## src/hdl/clcc_pkg.sv

```systemverilog
// ----------------------------------------------------------------------------
// clcc_pkg
// Shared types and constants for the centroid line-crossing counter.
// ----------------------------------------------------------------------------
`default_nettype none

package clcc_pkg;

  // fixed field widths
  localparam int unsigned REG_W      = 12;
  localparam int unsigned BOX_W      = 12;
  localparam int unsigned CFG_ADDR_W = 2;
  localparam int unsigned NET_W      = 16;
  localparam int unsigned ACT_W      = 3;
  localparam int unsigned CRS_W      = 2;
  localparam int unsigned TRK_W      = 5;

  // configuration register indexes
  localparam logic [CFG_ADDR_W-1:0] REG_ZONE_LEFT  = 2'd0;
  localparam logic [CFG_ADDR_W-1:0] REG_ZONE_RIGHT = 2'd1;
  localparam logic [CFG_ADDR_W-1:0] REG_CROSS_LINE = 2'd2;

  localparam logic [REG_W-1:0] ZONE_LEFT_RST  = 12'd40;
  localparam logic [REG_W-1:0] ZONE_RIGHT_RST = 12'd160;
  localparam logic [REG_W-1:0] CROSS_LINE_RST = 12'd80;

  // result action codes
  localparam logic [ACT_W-1:0] ACT_UPDATED = 3'd0;
  localparam logic [ACT_W-1:0] ACT_DROPPED = 3'd1;
  localparam logic [ACT_W-1:0] ACT_ADDED   = 3'd2;
  localparam logic [ACT_W-1:0] ACT_IGNORED = 3'd3;
  localparam logic [ACT_W-1:0] ACT_FULL    = 3'd4;

  // crossing codes
  localparam logic signed [CRS_W-1:0] CROSS_NONE  = 2'sd0;
  localparam logic signed [CRS_W-1:0] CROSS_RIGHT = 2'sd1;
  localparam logic signed [CRS_W-1:0] CROSS_LEFT  = -2'sd1;

  localparam logic signed [NET_W-1:0] NET_MAX = 16'sh7FFF;
  localparam logic signed [NET_W-1:0] NET_MIN = 16'sh8000;

  // controller to datapath
  typedef struct packed {
    logic load;
    logic setup;
    logic scan;
    logic decide;
    logic shift;
  } clcc_cmd_t;

  // datapath to controller
  typedef struct packed {
    logic scan_done;
    logic drop_shift;
    logic shift_done;
  } clcc_stat_t;

endpackage

`default_nettype wire

```

## src/hdl/clcc_ram.sv

```systemverilog
// ----------------------------------------------------------------------------
// clcc_ram
// Generic simple dual-port RAM, one write and one registered read per cycle.
// ----------------------------------------------------------------------------
`default_nettype none

module clcc_ram #(
  parameter int unsigned WIDTH = 24,
  parameter int unsigned DEPTH = 16,
  localparam int unsigned ADDR_W = (DEPTH > 1) ? $clog2(DEPTH) : 1
) (
  input  wire logic              clk_i,
  input  wire logic              we_i,
  input  wire logic [ADDR_W-1:0] waddr_i,
  input  wire logic [WIDTH-1:0]  wdata_i,
  input  wire logic [ADDR_W-1:0] raddr_i,
  output logic      [WIDTH-1:0]  rdata_o
);

  logic [WIDTH-1:0] mem_q [DEPTH];

  always_ff @(posedge clk_i) begin
    if (we_i) begin
      mem_q[waddr_i] <= wdata_i;
    end
    rdata_o <= mem_q[raddr_i];
  end

endmodule

`default_nettype wire

```

## src/hdl/clcc_ctrl.sv

```systemverilog
// ----------------------------------------------------------------------------
// clcc_ctrl
// Sequencer: accept, radius setup, table scan, decision and table compaction.
// ----------------------------------------------------------------------------
`default_nettype none

module clcc_ctrl import clcc_pkg::*; (
  input  wire logic       clk_i,
  input  wire logic       rst_ni,
  input  wire logic       s_tvalid_i,
  output logic            s_tready_o,
  output logic            m_tvalid_o,
  input  wire logic       m_tready_i,
  input  wire clcc_stat_t stat_i,
  output clcc_cmd_t       cmd_o
);

  localparam logic [2:0] ST_IDLE   = 3'd0;
  localparam logic [2:0] ST_SETUP  = 3'd1;
  localparam logic [2:0] ST_SCAN   = 3'd2;
  localparam logic [2:0] ST_DECIDE = 3'd3;
  localparam logic [2:0] ST_SHIFT  = 3'd4;

  logic [2:0] state_q, state_d;
  logic       mvalid_q, mvalid_d;
  logic       out_free;

  assign out_free   = !mvalid_q || m_tready_i;
  assign s_tready_o = (state_q == ST_IDLE);
  assign m_tvalid_o = mvalid_q;

  always_comb begin
    state_d  = state_q;
    mvalid_d = mvalid_q && !m_tready_i;
    cmd_o    = '0;
    case (state_q)
      ST_IDLE: begin
        if (s_tvalid_i) begin
          cmd_o.load = 1'b1;
          state_d    = ST_SETUP;
        end
      end
      ST_SETUP: begin
        cmd_o.setup = 1'b1;
        state_d     = ST_SCAN;
      end
      ST_SCAN: begin
        cmd_o.scan = 1'b1;
        if (stat_i.scan_done) begin
          state_d = ST_DECIDE;
        end
      end
      ST_DECIDE: begin
        // the result register must be free before the table is touched
        if (out_free) begin
          cmd_o.decide = 1'b1;
          mvalid_d     = 1'b1;
          state_d      = stat_i.drop_shift ? ST_SHIFT : ST_IDLE;
        end
      end
      ST_SHIFT: begin
        cmd_o.shift = 1'b1;
        if (stat_i.shift_done) begin
          state_d = ST_IDLE;
        end
      end
      default: begin
        state_d = ST_IDLE;
      end
    endcase
  end

  always_ff @(posedge clk_i or negedge rst_ni) begin
    if (!rst_ni) begin
      state_q  <= ST_IDLE;
      mvalid_q <= 1'b0;
    end else begin
      state_q  <= state_d;
      mvalid_q <= mvalid_d;
    end
  end

endmodule

`default_nettype wire

```

## src/hdl/clcc_dp.sv

```systemverilog
// ----------------------------------------------------------------------------
// clcc_dp
// Datapath: zone registers, distance pipeline, match capture, table update,
// saturating net count and result register.
// ----------------------------------------------------------------------------
`default_nettype none

module clcc_dp import clcc_pkg::*; #(
  parameter int unsigned MAX_TRACKS = 16,
  parameter int unsigned COORD_BITS = 12,
  localparam int unsigned IDX_W = (MAX_TRACKS > 1) ? $clog2(MAX_TRACKS) : 1,
  localparam int unsigned CNT_W = $clog2(MAX_TRACKS + 1),
  localparam int unsigned ENT_W = 2 * COORD_BITS
) (
  input  wire logic                    clk_i,
  input  wire logic                    rst_ni,
  input  wire clcc_cmd_t               cmd_i,
  output clcc_stat_t                   stat_o,
  input  wire logic                    cfg_we_i,
  input  wire logic [CFG_ADDR_W-1:0]   cfg_addr_i,
  input  wire logic [REG_W-1:0]        cfg_wdata_i,
  input  wire logic [COORD_BITS-1:0]   blob_x_i,
  input  wire logic [COORD_BITS-1:0]   blob_y_i,
  input  wire logic [BOX_W-1:0]        box_width_i,
  input  wire logic [BOX_W-1:0]        box_height_i,
  output logic      [IDX_W-1:0]        ram_raddr_o,
  input  wire logic [ENT_W-1:0]        ram_rdata_i,
  output logic                         ram_we_o,
  output logic      [IDX_W-1:0]        ram_waddr_o,
  output logic      [ENT_W-1:0]        ram_wdata_o,
  output logic signed [NET_W-1:0]      people_total_o,
  output logic      [ACT_W-1:0]        action_o,
  output logic signed [CRS_W-1:0]      crossing_o,
  output logic      [TRK_W-1:0]        tracks_in_use_o
);

  localparam int unsigned CW    = (COORD_BITS > REG_W) ? COORD_BITS : REG_W;
  localparam int unsigned SQ_W  = 2 * COORD_BITS;
  localparam int unsigned D2_W  = SQ_W + 1;
  localparam int unsigned R2_W  = 2 * BOX_W;
  localparam int unsigned CMP_W = (D2_W > R2_W) ? D2_W : R2_W;
  localparam logic [CNT_W-1:0] MAX_CNT = CNT_W'(MAX_TRACKS);

  // configuration
  logic [REG_W-1:0] zl_q, zr_q, cl_q;

  // item under work
  logic [COORD_BITS-1:0] bx_q, by_q;
  logic [BOX_W-1:0]      r_q;
  logic [R2_W-1:0]       r2_q;
  logic [BOX_W-1:0]      half_w, half_h, lim;

  // table state
  logic [CNT_W-1:0]        count_q, count_d;
  logic signed [NET_W-1:0] net_q, net_d;
  logic [CNT_W-1:0]        ptr_q;

  // distance pipeline
  logic                  v1_q, v2_q, v3_q, v4_q;
  logic [IDX_W-1:0]      idx1_q, idx2_q, idx3_q, idx4_q;
  logic [COORD_BITS-1:0] tx2_q, tx3_q, tx4_q;
  logic [COORD_BITS-1:0] rd_x, rd_y, adx_d, ady_d, adx_q, ady_q;
  logic [SQ_W-1:0]       sqx_q, sqy_q;
  logic [D2_W-1:0]       d2_q;
  logic                  near;

  // match capture
  logic                  match_q;
  logic [IDX_W-1:0]      match_idx_q;
  logic [COORD_BITS-1:0] match_ox_q;
  logic [CNT_W-1:0]      match_next;

  // compaction
  logic             sh_v_q;
  logic [IDX_W-1:0] sh_waddr_q;

  logic                    scan_issue, shift_issue, pipe_busy;
  logic                    in_zone;
  logic [CW-1:0]           bx_ext, ox_ext, cl_ext;
  logic signed [CRS_W-1:0] cross_d;
  logic [ACT_W-1:0]        act_d;

  // payload of the result register
  logic signed [NET_W-1:0] people_q;
  logic [ACT_W-1:0]        act_q;
  logic signed [CRS_W-1:0] crs_q;
  logic [TRK_W-1:0]        trk_q;

  assign half_w = box_width_i >> 1;
  assign half_h = box_height_i >> 1;
  assign lim    = (half_w < half_h) ? half_w : half_h;

  assign rd_x  = ram_rdata_i[COORD_BITS-1:0];
  assign rd_y  = ram_rdata_i[ENT_W-1:COORD_BITS];
  assign adx_d = (bx_q > rd_x) ? (bx_q - rd_x) : (rd_x - bx_q);
  assign ady_d = (by_q > rd_y) ? (by_q - rd_y) : (rd_y - by_q);
  assign near  = CMP_W'(d2_q) < CMP_W'(r2_q);

  assign scan_issue  = cmd_i.scan && !match_q && (ptr_q < count_q);
  assign pipe_busy   = v1_q || v2_q || v3_q || v4_q;
  assign shift_issue = cmd_i.shift && (ptr_q <= count_q);
  assign match_next  = CNT_W'(match_idx_q) + CNT_W'(1);

  assign bx_ext  = CW'(bx_q);
  assign ox_ext  = CW'(match_ox_q);
  assign cl_ext  = CW'(cl_q);
  assign in_zone = (bx_ext >= CW'(zl_q)) && (bx_ext <= CW'(zr_q));

  assign stat_o.scan_done  = !scan_issue && !pipe_busy;
  assign stat_o.drop_shift = match_q && !in_zone && (match_next < count_q);
  assign stat_o.shift_done = !shift_issue && !sh_v_q;

  assign ram_raddr_o = ptr_q[IDX_W-1:0];

  // crossing rule against the matched entry's old x
  always_comb begin
    cross_d = CROSS_NONE;
    if (match_q && in_zone) begin
      if (bx_ext >= cl_ext && ox_ext < cl_ext) begin
        cross_d = CROSS_RIGHT;
      end else if (bx_ext <= cl_ext && ox_ext > cl_ext) begin
        cross_d = CROSS_LEFT;
      end
    end
  end

  always_comb begin
    count_d = count_q;
    net_d   = net_q;
    act_d   = ACT_IGNORED;
    if (match_q) begin
      if (in_zone) begin
        act_d = ACT_UPDATED;
        if (cross_d == CROSS_RIGHT && net_q != NET_MAX) begin
          net_d = net_q + 16'sd1;
        end else if (cross_d == CROSS_LEFT && net_q != NET_MIN) begin
          net_d = net_q - 16'sd1;
        end
      end else begin
        act_d   = ACT_DROPPED;
        count_d = count_q - CNT_W'(1);
      end
    end else if (in_zone) begin
      if (count_q < MAX_CNT) begin
        act_d   = ACT_ADDED;
        count_d = count_q + CNT_W'(1);
      end else begin
        act_d = ACT_FULL;
      end
    end
  end

  // table write port: update, append, or one compaction move
  always_comb begin
    ram_we_o    = 1'b0;
    ram_waddr_o = sh_waddr_q;
    ram_wdata_o = ram_rdata_i;
    if (cmd_i.decide && match_q && in_zone) begin
      ram_we_o    = 1'b1;
      ram_waddr_o = match_idx_q;
      ram_wdata_o = {by_q, bx_q};
    end else if (cmd_i.decide && !match_q && in_zone && count_q < MAX_CNT) begin
      ram_we_o    = 1'b1;
      ram_waddr_o = count_q[IDX_W-1:0];
      ram_wdata_o = {by_q, bx_q};
    end else if (sh_v_q) begin
      ram_we_o = 1'b1;
    end
  end

  always_ff @(posedge clk_i or negedge rst_ni) begin
    if (!rst_ni) begin
      zl_q    <= ZONE_LEFT_RST;
      zr_q    <= ZONE_RIGHT_RST;
      cl_q    <= CROSS_LINE_RST;
      count_q <= '0;
      net_q   <= '0;
      ptr_q   <= '0;
      v1_q    <= 1'b0;
      v2_q    <= 1'b0;
      v3_q    <= 1'b0;
      v4_q    <= 1'b0;
      match_q <= 1'b0;
      sh_v_q  <= 1'b0;
    end else begin
      if (cfg_we_i) begin
        case (cfg_addr_i)
          REG_ZONE_LEFT:  zl_q <= cfg_wdata_i;
          REG_ZONE_RIGHT: zr_q <= cfg_wdata_i;
          REG_CROSS_LINE: cl_q <= cfg_wdata_i;
          default: ;
        endcase
      end

      if (cmd_i.load) begin
        ptr_q <= '0;
      end else if (scan_issue || shift_issue) begin
        ptr_q <= ptr_q + CNT_W'(1);
      end else if (cmd_i.decide) begin
        ptr_q <= match_next;
      end

      v1_q   <= scan_issue;
      v2_q   <= v1_q;
      v3_q   <= v2_q;
      v4_q   <= v3_q;
      sh_v_q <= shift_issue;

      if (cmd_i.load) begin
        match_q <= 1'b0;
      end else if (v4_q && near && !match_q) begin
        match_q <= 1'b1;
      end

      if (cmd_i.decide) begin
        count_q <= count_d;
        net_q   <= net_d;
      end
    end
  end

  always_ff @(posedge clk_i) begin
    if (cmd_i.load) begin
      bx_q <= blob_x_i;
      by_q <= blob_y_i;
      r_q  <= lim + BOX_W'(1);
    end
    if (cmd_i.setup) begin
      r2_q <= R2_W'(r_q) * R2_W'(r_q);
    end

    idx1_q <= ptr_q[IDX_W-1:0];
    idx2_q <= idx1_q;
    idx3_q <= idx2_q;
    idx4_q <= idx3_q;
    tx2_q  <= rd_x;
    tx3_q  <= tx2_q;
    tx4_q  <= tx3_q;
    adx_q  <= adx_d;
    ady_q  <= ady_d;
    sqx_q  <= SQ_W'(adx_q) * SQ_W'(adx_q);
    sqy_q  <= SQ_W'(ady_q) * SQ_W'(ady_q);
    d2_q   <= D2_W'(sqx_q) + D2_W'(sqy_q);

    if (v4_q && near && !match_q) begin
      match_idx_q <= idx4_q;
      match_ox_q  <= tx4_q;
    end

    // read address ptr, the entry below it takes the data next cycle
    sh_waddr_q <= IDX_W'(ptr_q - CNT_W'(1));

    if (cmd_i.decide) begin
      people_q <= net_d;
      act_q    <= act_d;
      crs_q    <= cross_d;
      trk_q    <= TRK_W'(count_d);
    end
  end

  assign people_total_o  = people_q;
  assign action_o        = act_q;
  assign crossing_o      = crs_q;
  assign tracks_in_use_o = trk_q;

`ifndef SYNTHESIS
  a_count_bound: assert property (@(posedge clk_i) disable iff (!rst_ni)
    count_q <= MAX_CNT)
    else $error("track count above table size");

  a_match_in_table: assert property (@(posedge clk_i) disable iff (!rst_ni)
    cmd_i.decide && match_q |-> CNT_W'(match_idx_q) < count_q)
    else $error("matched entry outside occupied table");

  a_net_only_on_decide: assert property (@(posedge clk_i) disable iff (!rst_ni)
    !cmd_i.decide |=> $stable(net_q))
    else $error("net count moved outside decision");

  a_shift_below_count: assert property (@(posedge clk_i) disable iff (!rst_ni)
    sh_v_q |-> CNT_W'(sh_waddr_q) < count_q)
    else $error("compaction writes beyond occupied table");
`endif

endmodule

`default_nettype wire

```

## src/hdl/centroid_line_crossing_counter_core.sv

```systemverilog
// ----------------------------------------------------------------------------
// centroid_line_crossing_counter_core
// Blob-to-track matcher with a saturating line-crossing people counter.
// ----------------------------------------------------------------------------
// One blob is worked on at a time. A setup state squares the match radius,
// then the table scan issues one entry per cycle into a four-stage distance
// pipeline (abs difference, squares, sum, compare) and waits for the pipeline
// to empty; a decision state then updates the table and count once the output
// register is free. A match at index m stops the scan early, after the
// pipeline has resolved entry m. A blob that matches outside the zone then
// compacts the table through the memory's read and write ports, one entry per
// cycle. A full table holds 16 entries with the default MAX_TRACKS.
// Results sit in an output register, so a new blob is taken while the
// previous result waits. Track entries come up undefined after reset and are
// never read beyond the occupied count; no clearing pass is needed.
`default_nettype none

module centroid_line_crossing_counter_core import clcc_pkg::*; #(
  parameter int unsigned MAX_TRACKS = 16,
  parameter int unsigned COORD_BITS = 12,
  localparam int unsigned IN_W        = 2 * COORD_BITS + 2 * BOX_W,
  localparam int unsigned IN_TDATA_W  = ((IN_W + 7) / 8) * 8,
  localparam int unsigned OUT_W       = NET_W + ACT_W + CRS_W + TRK_W,
  localparam int unsigned OUT_TDATA_W = ((OUT_W + 7) / 8) * 8
) (
  input  wire logic                   clk_i,
  input  wire logic                   rst_ni,
  // blob_x, blob_y, box_width, box_height
  input  wire logic [IN_TDATA_W-1:0]  s_axis_tdata,
  input  wire logic                   s_axis_tvalid,
  output logic                        s_axis_tready,
  // people_total, action, crossing, tracks_in_use
  output logic      [OUT_TDATA_W-1:0] m_axis_tdata,
  output logic                        m_axis_tvalid,
  input  wire logic                   m_axis_tready,
  input  wire logic                   cfg_we_i,
  input  wire logic [CFG_ADDR_W-1:0]  cfg_addr_i,
  input  wire logic [REG_W-1:0]       cfg_wdata_i
);

  localparam int unsigned IDX_W = (MAX_TRACKS > 1) ? $clog2(MAX_TRACKS) : 1;
  localparam int unsigned ENT_W = 2 * COORD_BITS;

  clcc_cmd_t  cmd;
  clcc_stat_t stat;

  logic [COORD_BITS-1:0]   blob_x, blob_y;
  logic [BOX_W-1:0]        box_width, box_height;
  logic [IDX_W-1:0]        ram_raddr, ram_waddr;
  logic [ENT_W-1:0]        ram_rdata, ram_wdata;
  logic                    ram_we;
  logic signed [NET_W-1:0] people_total;
  logic [ACT_W-1:0]        action;
  logic signed [CRS_W-1:0] crossing;
  logic [TRK_W-1:0]        tracks_in_use;

  assign blob_x     = s_axis_tdata[COORD_BITS-1:0];
  assign blob_y     = s_axis_tdata[2*COORD_BITS-1:COORD_BITS];
  assign box_width  = s_axis_tdata[2*COORD_BITS+BOX_W-1:2*COORD_BITS];
  assign box_height = s_axis_tdata[IN_W-1:2*COORD_BITS+BOX_W];

  assign m_axis_tdata = OUT_TDATA_W'({tracks_in_use, crossing, action, people_total});

  clcc_ctrl u_ctrl (
    .clk_i      (clk_i),
    .rst_ni     (rst_ni),
    .s_tvalid_i (s_axis_tvalid),
    .s_tready_o (s_axis_tready),
    .m_tvalid_o (m_axis_tvalid),
    .m_tready_i (m_axis_tready),
    .stat_i     (stat),
    .cmd_o      (cmd)
  );

  clcc_dp #(
    .MAX_TRACKS (MAX_TRACKS),
    .COORD_BITS (COORD_BITS)
  ) u_dp (
    .clk_i           (clk_i),
    .rst_ni          (rst_ni),
    .cmd_i           (cmd),
    .stat_o          (stat),
    .cfg_we_i        (cfg_we_i),
    .cfg_addr_i      (cfg_addr_i),
    .cfg_wdata_i     (cfg_wdata_i),
    .blob_x_i        (blob_x),
    .blob_y_i        (blob_y),
    .box_width_i     (box_width),
    .box_height_i    (box_height),
    .ram_raddr_o     (ram_raddr),
    .ram_rdata_i     (ram_rdata),
    .ram_we_o        (ram_we),
    .ram_waddr_o     (ram_waddr),
    .ram_wdata_o     (ram_wdata),
    .people_total_o  (people_total),
    .action_o        (action),
    .crossing_o      (crossing),
    .tracks_in_use_o (tracks_in_use)
  );

  // track table, x in the low half and y in the high half of each entry
  clcc_ram #(
    .WIDTH (ENT_W),
    .DEPTH (MAX_TRACKS)
  ) u_track_ram (
    .clk_i   (clk_i),
    .we_i    (ram_we),
    .waddr_i (ram_waddr),
    .wdata_i (ram_wdata),
    .raddr_i (ram_raddr),
    .rdata_o (ram_rdata)
  );

endmodule

`default_nettype wire

```

## config.mk

```make
export PLATFORM = sky130hd
export DESIGN_NAME = centroid_line_crossing_counter_core
export DESIGN_NICKNAME = d
export VERILOG_FILES = /design/src/hdl/clcc_pkg.sv /design/src/hdl/clcc_ram.sv /design/src/hdl/clcc_ctrl.sv /design/src/hdl/clcc_dp.sv /design/src/hdl/centroid_line_crossing_counter_core.sv
export SDC_FILE = /design/constraint.sdc
export NUM_CORES = 2
export LEC_CHECK = 0
export BUFFER_PORTS_ARGS = -buffer_cell sky130_fd_sc_hd__buf_2
export CELL_PAD_IN_SITES_DETAIL_PLACEMENT = 1
export CELL_PAD_IN_SITES_GLOBAL_PLACEMENT = 2
export CORE_MARGIN = 2
export CORE_UTILIZATION = 35
export DETAILED_ROUTE_END_ITERATION = 7
export PLACE_DENSITY = 0.77
export SYNTH_ARGS = -nofsm -noshare
export SYNTH_HDL_FRONTEND = slang
export SYNTH_SLANG_ARGS = --single-unit
export TNS_END_PERCENT = 5
```

## constraint.sdc

```tcl
create_clock -name clk_i -period 5.5 [get_ports clk_i]
set_input_delay 1.1 -clock clk_i [delete_from_list [all_inputs] [get_ports clk_i]]
set_output_delay 1.1 -clock clk_i [all_outputs]
set_load 0.005 [all_outputs]
```

==> reports/results.tsv <==
metric	value	unit
status	finished clean	
core	121000	um2
dieArea	125000	um2
wl_met1	42.4	mm
die_h	353	um
clock_sinks	732	
start_util	35.2	%
fillCellCount	12997	
drv_cap	0	
grt_antenna_before_repair	0	
yosys-top-cells-area	edfxtp_1, fa_1, ha_1	
setup_viol	0	
dr.pass1.iters	5	
synth_area_per_cell	12.4	um2
rsz0062_at_grt	yes	
drt_iter0_drc	1514	
period_needed	5.41	ns
wirelength	96.5	mm
critPathMaxFanout	3	
holdBufCountCts	0	
synth_area_leader_cell	edfxtp_1	
grt_pass1_vias	28569	
fin_nets	4313	
clock_skew	0.0310	ns
yosysWarnings	0	
dr_wl_met3	3.13	mm
endpoint_kind	flop	
highest_layer	met4	
tightest_slew	1.15	ns
period_share	98.4	%
syn_area	42700	um2
vias_per_cell	4.87	
io_buffers	92	
cts_tree	done	
seq_area_frac_synth	46.5	%
fp.dieW	353	um
clkTransAtPathRegs	0.06	ns
grt_util_all_layers	15.7	%
grt.overflow.total	0	
synth_flop_cell	edfxtp_1	
ys_ff_latch	732	
ant_nets	0	
routedWlPerCell	18.0	um
ios	101	
setup.worst_path.start_class	flop	
synth-edff-count	485	
dr_wl_met2	49.1	mm
ys_types	100	
synth_top_area_share	34.1	%
grt_pass1_wl	156	mm
num_vias	26097	
worstRegToRegCells	20	
grt_start_max_net_pins	73	
num_rows	128	
slew_violations	0	
path_class	reg -> reg	
clk-insertion-delay-late	0.66	ns
root_buffer	clkbuf_16	
htreeDepth	3	
cts_buffers	79	
hold_viol_final	0	
gp_congestion	0.781	
async_flop_share	9.84	%
num_antenna_cells	0	
dpl.hpwl	68.7	mm
cp.required	6.03	ns
hold_class	reg -> reg	
synthesis.instances	3447	
relSlewSlack	23.0	%
drive_gt1_share	17.1	%
drcViolationCount	0	
fmax	0.185	GHz
area_growth	14.4	%
min_path_cells	0	
clk_path_buf_depth	3	
worst_hold_slack	0.326	ns
arrival	5.95	ns
==> worst paths after layout <==
path                                   end  slack (ns)      startpoint
max                         u_dp.sqx_q[23]        0.09   u_dp.adx_q[7]
min                         u_dp.idx4_q[1]        0.33  u_dp.idx3_q[1]
max reg2reg                 u_dp.sqx_q[23]        0.09   u_dp.adx_q[7]
min reg2reg                 u_dp.idx4_q[1]        0.33  u_dp.idx3_q[1]
max in group asynchronous    u_dp.ptr_q[1]        4.13          rst_ni
min in group asynchronous  u_dp.count_q[1]        0.62          rst_ni
==> cell families (layout without fill, tap and decap cells) <==
family,after synthesis,count (layout),synth area share (%)
buffers and inverters,649,931,5.93
other,1,6,0.00878
DFF,732,732,46.5
AOI/OAI and AO/OA,438,438,6.71
and+or+nand+nor,722,722,8.88
muxes,169,169,7.60
xor gates and xnor gates,157,157,3.22
adders and majority gates,579,579,21.1
==> cells in the final DEF (no fill, tap or decap), types with 33 or more instances in the layout <==
cell type | Yosys | routed
a21o_1 | 39 | 39
a21oi_1 | 107 | 101
and2_1 | 129 | 126
buf_2 | 19 | 91
buf_4 | 8 | 156
clkbuf_16 | 0 | 82
dfrtp_1 | 66 | 63
dfxtp_1 | 175 | 168
edfxtp_1 | 485 | 485
fa_1 | 238 | 235
ha_1 | 341 | 340
inv_1 | 529 | 524
mux2_2 | 34 | 34
mux4_2 | 120 | 120
nand2_1 | 187 | 184
nand3_1 | 51 | 51
nor2_1 | 129 | 129
nor2b_1 | 43 | 43
nor3_1 | 43 | 39
o21ai_0 | 118 | 116
xnor2_1 | 124 | 123
xor2_1 | 33 | 33
==> synthesized netlist by cell type, types with 8 or more instances <==
library cell	number
o21ai_0	118
and3_1	26
and2_1	129
ha_1	341
or2_2	10
nand2b_1	16
dfrtp_1	66
dfxtp_1	175
clkbuf_1	66
nor2_1	129
mux2_2	34
a211oi_1	13
a31oi_1	13
buf_4	8
nand4_1	12
nand3_1	51
nand2_1	187
buf_1	19
mux4_2	120
fa_1	238
o21a_1	25
buf_2	19
a21oi_1	107
inv_1	529
nor4_1	26
nor3_1	43
nor2b_1	43
or3_1	14
a21o_1	39
xnor2_1	124
xor2_1	33
o21bai_1	8
o211ai_1	15
edfxtp_1	485
mux2i_1	12
==> metal layers <==
metal | vias to the layer above | global-route usage (%)
li1 | 12355 | -
met1 | 13299 | 20.3
met2 | 322 | 27.9
met3 | 121 | 2.07
met4 | 0 | 3.82
met5 | - | 0
==> repair_timing <==
item / in CTS / in global routing
pin swaps: 2 / 21
setup endpoints to repair: 3 / 15
gates resized for setup: 1 / 51
hold endpoints to repair: 0 / 0
setup buffers: 1 / 4
==> state kept, by name, summed over array words and instances, names as in the netlist, 16 cells and up <==
name                 flops
u_dp.net_q              16
u_track_ram.mem_q      384
u_dp.sqy_q              23
u_dp.r2_q               23
u_dp.sqx_q              23
u_track_ram.rdata_o     24
u_dp.people_total_o     16
u_dp.d2_q               25
==> worst max-delay path, stage by stage (launching register included) <==
cell	delay (ns)
dfxtp_4	0.36
buf_6	0.12
and2_4	0.15
fa_2	0.34
fa_1	0.51
inv_1	0.05
fa_1	0.50
inv_2	0.05
fa_1	0.50
inv_1	0.05
fa_1	0.51
inv_2	0.04
ha_4	0.21
a2111o_1	0.43
o211ai_2	0.27
a21oi_4	0.11
nor4_4	0.34
nor3_2	0.08
a2111oi_2	0.40
a21oi_1	0.14
xnor2_1	0.13
==> cell type report <==
class | instances | area, um2 | area share [%]
multi-input combinational | 2071 | 20600 | 42.2
sequential | 732 | 19900 | 40.7
clock buffer | 111 | 2190 | 4.48
tap | 1625 | 2030 | 4.16
inverter | 532 | 2000 | 4.09
timing repair buffer | 251 | 1680 | 3.44
clock inverter | 37 | 437 | 0.894
==> metrics by stage <==
step | worst slack, ns | std cells | util (%) | setup TNS [ns] | area (um2)
floorplan | 0.0127 | 3452 | - | 0 | 42800
global placement | -0.208 | 5206 | 37.9 | -0.237 | 46000
detailed placement | -0.171 | 5206 | 37.9 | -0.203 | 46000
CTS | 0.00526 | 5355 | 40.1 | 0 | 48700
global route | -0.157 | 5359 | 40.3 | -0.393 | 48900
finish | 0.0854 | 5359 | 40.3 | 0 | 48900
Power is not shown: default switching activity piles up to over one toggle a cycle in this logic, so the estimate is an artifact.
